[config.mk]
export PLATFORM = sky130hd
export DESIGN_NAME = tls_handshake_reassembler_core
export DESIGN_NICKNAME = d
export VERILOG_FILES = /design/src/rtl/tlshr_pkg.sv /design/src/rtl/tlshr_in_stage.sv /design/src/rtl/tlshr_engine.sv /design/src/rtl/tls_handshake_reassembler_core.sv
export SDC_FILE = /design/constraint.sdc
export NUM_CORES = 1
export LEC_CHECK = 0
export BUFFER_PORTS_ARGS = -buffer_cell sky130_fd_sc_hd__buf_2
export CAP_MARGIN = 5
export CORE_UTILIZATION = 60
export CTS_CLUSTER_SIZE = 24
export DETAILED_ROUTE_END_ITERATION = 10
export PLACE_DENSITY = 0.8
export SYNTH_ARGS = -nofsm -noshare
export SYNTH_HDL_FRONTEND = slang
export SYNTH_HIERARCHICAL = 1
export SYNTH_SLANG_ARGS = --single-unit
[constraint.sdc]
create_clock -name clk -period 4.7 [get_ports clk]
set_clock_uncertainty 0.05 [all_clocks]
set_input_delay 0.47 -clock clk [delete_from_list [all_inputs] [get_ports clk]]
set_output_delay 0.47 -clock clk [all_outputs]
set_load 0.005 [all_outputs]
[src/rtl/tlshr_pkg.sv]
`timescale 1ns / 1ps

package tlshr_pkg;

  localparam logic [7:0]  TYPE_HANDSHAKE  = 8'd22;
  localparam logic [7:0]  HS_CLIENT_HELLO = 8'd1;
  localparam logic [2:0]  HDR_BYTES       = 3'd4;
  localparam logic [16:0] SEEN_MAX        = 17'h1FFFF;

  typedef enum logic [1:0] {
    PH_HEADER = 2'd0,
    PH_BODY   = 2'd1,
    PH_STOP   = 2'd2
  } phase_t;

  typedef enum logic [2:0] {
    ST_ONGOING    = 3'd0,
    ST_SKIPPED    = 3'd1,
    ST_CH_READY   = 3'd2,
    ST_NOT_TARGET = 3'd3,
    ST_BROKEN     = 3'd4,
    ST_STOPPED    = 3'd5
  } status_t;

  typedef struct packed {
    logic [7:0]  content_type;
    logic [15:0] declared_len;
    logic [7:0]  data_byte;
    logic        has_byte;
    logic        record_end;
  } item_t;

  typedef struct packed {
    status_t    status;
    logic [7:0] msg_byte;
    logic       msg_byte_valid;
    logic [7:0] msg_type;
    logic       msg_last;
  } result_t;

endpackage

[src/rtl/tlshr_in_stage.sv]
`timescale 1ns / 1ps

module tlshr_in_stage (
  input  logic           clk,
  input  logic           rst_n,
  input  logic           in_valid,
  output logic           in_ready,
  input  tlshr_pkg::item_t in_item,
  input  logic           downstream_ready,
  output logic           step,
  output tlshr_pkg::item_t item
);
  import tlshr_pkg::*;

  logic  valid_r;
  item_t item_r;

  // advance whenever the result register can take the computed result
  assign step     = valid_r && downstream_ready;
  assign in_ready = !valid_r || downstream_ready;
  assign item     = item_r;

  always_ff @(posedge clk) begin
    if (!rst_n) begin
      valid_r <= 1'b0;
    end else if (in_ready) begin
      valid_r <= in_valid;
    end
  end

  always_ff @(posedge clk) begin
    if (in_ready && in_valid) begin
      item_r <= in_item;
    end
  end

endmodule

[src/rtl/tlshr_engine.sv]
`timescale 1ns / 1ps

module tlshr_engine (
  input  logic               clk,
  input  logic               rst_n,
  input  logic               step,
  input  tlshr_pkg::item_t   item,
  output tlshr_pkg::result_t result
);
  import tlshr_pkg::*;

  phase_t      phase_r, phase_nxt;
  logic [2:0]  hdr_cnt_r, hdr_cnt_nxt;
  logic [7:0]  kind_r, kind_nxt;
  logic [23:0] exp_r, exp_nxt;
  logic [23:0] body_r, body_nxt;
  logic [16:0] rec_r, rec_nxt;

  logic [17:0] seen_sum;
  logic [16:0] seen;
  logic        is_hs;
  logic        len_bad;
  logic        assembling;
  logic        done;
  logic [2:0]  hdr_cnt_inc;
  logic [23:0] body_inc;

  assign seen_sum    = {1'b0, rec_r} + {17'd0, item.has_byte};
  assign seen        = seen_sum[17] ? SEEN_MAX : seen_sum[16:0];
  assign is_hs       = (item.content_type == TYPE_HANDSHAKE);
  assign len_bad     = (seen != {1'b0, item.declared_len});
  assign assembling  = (phase_r == PH_BODY) || (hdr_cnt_r != 3'd0);
  assign hdr_cnt_inc = hdr_cnt_r + 3'd1;
  assign body_inc    = body_r + 24'd1;

  // next state
  always_comb begin
    phase_nxt   = phase_r;
    hdr_cnt_nxt = hdr_cnt_r;
    kind_nxt    = kind_r;
    exp_nxt     = exp_r;
    body_nxt    = body_r;
    rec_nxt     = rec_r;
    done        = 1'b0;
    if (phase_r != PH_STOP) begin
      rec_nxt = item.record_end ? 17'd0 : seen;
      if (item.record_end && (len_bad || !is_hs)) begin
        phase_nxt = PH_STOP;
      end else if (is_hs && item.has_byte) begin
        if (phase_r == PH_HEADER) begin
          if (hdr_cnt_r == 3'd0) begin
            kind_nxt = item.data_byte;
            exp_nxt  = 24'd0;
          end else begin
            exp_nxt = {exp_r[15:0], item.data_byte};
          end
          hdr_cnt_nxt = hdr_cnt_inc;
          if (hdr_cnt_inc >= HDR_BYTES) begin
            hdr_cnt_nxt = HDR_BYTES;
            phase_nxt   = PH_BODY;
            body_nxt    = 24'd0;
            done        = (exp_nxt == 24'd0);
          end
        end else begin
          body_nxt = body_inc;
          done     = (body_inc >= exp_r);
        end
        if (done) begin
          if (kind_nxt == HS_CLIENT_HELLO) begin
            phase_nxt = PH_STOP;
          end else begin
            phase_nxt   = PH_HEADER;
            hdr_cnt_nxt = 3'd0;
            kind_nxt    = 8'd0;
            exp_nxt     = 24'd0;
            body_nxt    = 24'd0;
          end
        end
      end
    end
  end

  // result of this item
  always_comb begin
    result = '{status: ST_ONGOING, msg_byte: 8'd0, msg_byte_valid: 1'b0,
               msg_type: 8'd0, msg_last: 1'b0};
    if (phase_r == PH_STOP) begin
      result.status = ST_STOPPED;
    end else if (item.record_end && len_bad) begin
      result.status = ST_BROKEN;
    end else if (item.record_end && !is_hs) begin
      result.status = assembling ? ST_BROKEN : ST_NOT_TARGET;
    end else if (is_hs && item.has_byte) begin
      result.msg_byte       = item.data_byte;
      result.msg_byte_valid = 1'b1;
      result.msg_type       = (phase_r == PH_HEADER && hdr_cnt_r == 3'd0) ?
                              item.data_byte : kind_r;
      if (done) begin
        result.msg_last = 1'b1;
        result.status   = (result.msg_type == HS_CLIENT_HELLO) ? ST_CH_READY : ST_SKIPPED;
      end
    end
  end

  always_ff @(posedge clk) begin
    if (!rst_n) begin
      phase_r   <= PH_HEADER;
      hdr_cnt_r <= 3'd0;
      kind_r    <= 8'd0;
      exp_r     <= 24'd0;
      body_r    <= 24'd0;
      rec_r     <= 17'd0;
    end else if (step) begin
      phase_r   <= phase_nxt;
      hdr_cnt_r <= hdr_cnt_nxt;
      kind_r    <= kind_nxt;
      exp_r     <= exp_nxt;
      body_r    <= body_nxt;
      rec_r     <= rec_nxt;
    end
  end

endmodule

[src/rtl/tls_handshake_reassembler_core.sv]
`timescale 1ns / 1ps
// Handshake message reassembler for a TLS record byte stream.
// Input channel (in_valid/in_ready): one record body byte per item, tagged
// with the record's content type, declared length and an end-of-record mark;
// an item with in_has_byte low carries no byte.
// Result channel (out_valid/out_ready): exactly one result item per input
// item, in order: a status code plus the handshake byte passed on, its
// message type and a last mark on the final byte of a complete message.
// Each item passes the input register, then the result register.
// Throughput: one item per cycle while the receiver does not stall, set by
// the single state update between the two registers.
// Reset (rst_n low, synchronous) empties both registers and returns the
// assembly state to waiting for a header with all counters at zero.
// When the receiver stalls, the result register holds its item, the input
// register holds the next one, and in_ready drops only when both are full.
// Once the flow stops (ClientHello complete, non-handshake record, length
// mismatch) every later item answers status 5 until reset.

module tls_handshake_reassembler_core (
  input  logic        clk,
  input  logic        rst_n,
  input  logic        in_valid,
  output logic        in_ready,
  input  logic [7:0]  in_content_type,
  input  logic [15:0] in_declared_len,
  input  logic [7:0]  in_data_byte,
  input  logic        in_has_byte,
  input  logic        in_record_end,
  output logic        out_valid,
  input  logic        out_ready,
  output logic [2:0]  out_status,
  output logic [7:0]  out_msg_byte,
  output logic        out_msg_byte_valid,
  output logic [7:0]  out_msg_type,
  output logic        out_msg_last
);
  import tlshr_pkg::*;

  item_t   in_item;
  item_t   item;
  logic    step;
  logic    res_ready;
  result_t result;
  logic    out_valid_r;
  result_t out_r;

  assign in_item = '{content_type: in_content_type, declared_len: in_declared_len,
                     data_byte: in_data_byte, has_byte: in_has_byte,
                     record_end: in_record_end};

  // result register is free when empty or being drained this cycle
  assign res_ready = !out_valid_r || out_ready;

  tlshr_in_stage u_in_stage (
    .clk              (clk),
    .rst_n            (rst_n),
    .in_valid         (in_valid),
    .in_ready         (in_ready),
    .in_item          (in_item),
    .downstream_ready (res_ready),
    .step             (step),
    .item             (item)
  );

  tlshr_engine u_engine (
    .clk    (clk),
    .rst_n  (rst_n),
    .step   (step),
    .item   (item),
    .result (result)
  );

  // hold the result while the receiver stalls, load a new one on each step
  always_ff @(posedge clk) begin
    if (!rst_n) begin
      out_valid_r <= 1'b0;
    end else if (res_ready) begin
      out_valid_r <= step;
    end
  end

  always_ff @(posedge clk) begin
    if (step) begin
      out_r <= result;
    end
  end

  assign out_valid          = out_valid_r;
  assign out_status         = out_r.status;
  assign out_msg_byte       = out_r.msg_byte;
  assign out_msg_byte_valid = out_r.msg_byte_valid;
  assign out_msg_type       = out_r.msg_type;
  assign out_msg_last       = out_r.msg_last;

endmodule

==> flow_metrics.tcl <==
set metrics [dict create \
    run_status "complete, no violations" \
    antenna_cells 0 \
    drive_above_1_share_pct 18.04 \
    fin_crit_sh_pct 94.14 \
    vias 6393 \
    clk_latency_ps 420 \
    synthCells 759 \
    synthesis.area_um2 7226 \
    tightestPinTransition_ps 866.4 \
    p_sw_share_pct 23.94 \
    ys_warn_count 6 \
    grt_pass1_vias 6008 \
    die_h_um 111.7 \
    ant_nets 0 \
    numCtsBuffers 17 \
    clk_path_buf_depth 2 \
    port_buffers 60 \
    core_region_area_um2 11560 \
    synthToLayoutAreaGrowth_pct 14.34 \
    cts_root_buf "clkbuf_16" \
    start_kind "flip-flop" \
    pwr-share-comb_pct 4.9 \
    arrival_ps 4710 \
    ys_ff_latch 135 \
    cts_hold_buf 0 \
    fmax_mhz 226.0 \
    synth_top_area_cell "edfxtp_1" \
    crit_slowest_cell "or4_1" \
    finalNetCount 880 \
    pwr-share-seq_pct 47.4 \
    syn_area_per_cell_um2 9.520 \
    yosys.area.top_type_share_pct 22.86 \
    cap_violations 0 \
    first_pass_iters 5 \
    rows 39 \
    clkSinkCount 135 \
    dp_cells 935 \
    final_common_cell "dfxtp_1" \
    synth-seq-area-share_pct 45.02 \
    p_clk_share_pct 47.7 \
    tns_ps 0 \
    antenna_found_initial 0 \
    crit_chain "nand3_1 > nor3_2 > and3_1 > nand3_1 > or2_2 > nor2_1 > xor2_1 > ha_1 > a21o_1 > a21o_1 > a211oi_1 > o21ai_0 > o211ai_1 > o311ai_4 > and2_1 > or4_1 > o22ai_1" \
    grt_util_all_layers_pct 30.08 \
    mostFrequentLayoutCells "80 x dfxtp_1, 61 x nand2_1, 60 x buf_2" \
    synth_enable_flop_cells 55 \
    synth-main-ff-cell "dfxtp_1" \
    p_leak_nw 3.114 \
    initialDrtViolationCount 742 \
    wl_per_cell_um 18.71 \
    powerDensity_nw_per_um2 324.4 \
    power.switching_w 0.0006414 \
    gp_congestion 0.9454 \
    routed_via_density 6.598 \
    slew_violations 0 \
    initial_core_util_pct 62.48 \
    dieArea_um2 12490 \
    drc_errors 0 \
    cpPeakStageDelay_ps 500 \
    p_int_w 0.002038 \
    cts_tree "yes" \
    synthArstFlopShare_pct 0 \
    crit_path_end_kind "flip-flop" \
    clkTransAtPathRegs_ps 60 \
    whs_ps 172.0 \
    hold_violations 0 \
    worstPathMaxFanout 6 \
    htree_levels 4 \
    required_ps 4980 \
    fill_cells 857 \
    grt_first_pass_wirelength_mm 29.53 \
    power.total_w 0.002680 \
    rsz0062_at_grt "no" \
    finalSetupViolations 0 \
    irDropWorstVdd_mv 0.3234 \
    slew_headroom_pct 42.24 \
    synthTopCellsByArea "edfxtp_1 23%, dfxtp_1 22%, ha_1 5.0%" \
    hpwlAfterDp_mm 12.60 \
    yosysUniqueCellTypes 78 \
    hold_path.class "input pin to flip-flop" \
    worstSetupPathType "flip-flop to flip-flop" \
    pin_count 61 \
    grt_max_degree 35 \
    layout.cells.non_filler 969 \
    die_w_um 111.7 \
    postSynthNetCount 826 \
    grt_overflow 0 \
    routed_wl_mm 18.13 \
    period_minus_slack_ps 4425 \
]
==> critical path: cells and delay by family (launching register included) <==
kind	cells	cell delay, ps
compound gates	7	1210
simple gates	8	2150
flops	1	430
xor+xnor	1	210
fa+ha+maj	1	280
==> registers in the layout (all words and copies together) (netlist names) <==
name	count
u_engine/rec_r	17
u_in_stage/valid_r	1
u_engine/phase_r	2
out_valid	1
out_msg_byte_valid	1
u_engine/kind_r	8
u_engine/hdr_cnt_r	3
out_msg_last	1
out_msg_type	8
u_engine/exp_r	24
u_in_stage/item	34
out_status	3
out_msg_byte	8
u_engine/body_r	24
==> per-layer routing <==
layer	global-route usage, %	up-vias	wire [um]
met5	0	-	0
met4	12.25	0	465
met3	6.151	57	1462
met2	47.49	350	8430
met1	40.45	3020	7769
li1	-	2966	-
==> metrics by stage <==
step | utilization (%) | instance area [um2] | setup WS, ps
2_1_floorplan | - | 7226 | 563.8
3_3_place_gp | 66.04 | 7637 | 477.9
3_5_place_dp | 66.04 | 7637 | 241.9
4_1_cts | 70.97 | 8208 | 184.9
5_1_grt | 71.44 | 8262 | 24.49
6_report | 71.44 | 8262 | 275.5
==> kinds of logic after synthesis <==
| logic type | after synthesis | share of synthesized area [%] |
|---|---|---|
| AO/OA/AOI/OAI | 213 | 21.30 |
| AND/OR/NAND/NOR | 253 | 18.68 |
| multiplexers | 3 | 0.4329 |
| XOR/XNOR | 36 | 4.554 |
| buffers and inverters | 90 | 4.987 |
| flip-flops | 135 | 45.02 |
| adder cells (fa/ha/maj) | 29 | 5.022 |
==> synthesized netlist by cell type (all sizes together) (8+ instances only) <==
cell / number
nand2b: 9
o21ai: 33
ha: 29
nor2: 53
buf: 14
nand2: 62
a21oi: 50
a31oi: 9
nand4: 17
and2: 9
clkbuf: 26
nor4: 11
o22ai: 13
inv: 49
and3: 14
xor2: 14
edfxtp: 55
a22o: 24
a32o: 12
xnor2: 21
dfxtp: 80
nor3: 22
o311ai: 8
nand3: 30
==> what timing repair did <==
item,4_1_cts,5_1_grt
gates resized for setup,0,10
setup buffers,0,1
endpoints found under the setup margin,0,42
==> power groups by stage <==
stage                     Sequential (W)  Combinational [W]  Clock [W]
after floorplan                  0.00129          0.0000811          0
after global placement           0.00129           0.000123          0
after detailed placement         0.00130           0.000126          0
after CTS                        0.00127           0.000128    0.00129
after global routing             0.00127           0.000142    0.00134
final                            0.00127           0.000131    0.00128
==> layout make-up <==
class	count	area [um2]	area share [%]
clock buffers	18	429.2	5.195
repair buffers	75	420.4	5.089
inverters	50	187.7	2.272
clock inverters	14	141.4	1.711
multi-input cells	534	3651	44.19
well taps	143	178.9	2.166
flip-flops and latches	135	3253	39.38
==> final timing paths <==
path / depth (start not counted) / slack, ps / endpoint / startpoint
setup / recovery: 17 / 280 / u_engine/hdr_cnt_r[2]$_SDFFE_PN0P_ / u_engine/body_r[2]$_SDFFE_PN0P_
hold / removal: 1 / 170 / u_in_stage/item[9]$_DFFE_PP_ / in_data_byte[7]
setup reg to reg: 17 / 280 / u_engine/hdr_cnt_r[2]$_SDFFE_PN0P_ / u_engine/body_r[2]$_SDFFE_PN0P_
hold reg to reg: 1 / 430 / u_engine/body_r[19]$_SDFFE_PN0P_ / u_engine/body_r[19]$_SDFFE_PN0P_
No activity file was read; power rests on OpenSTA's default activity.
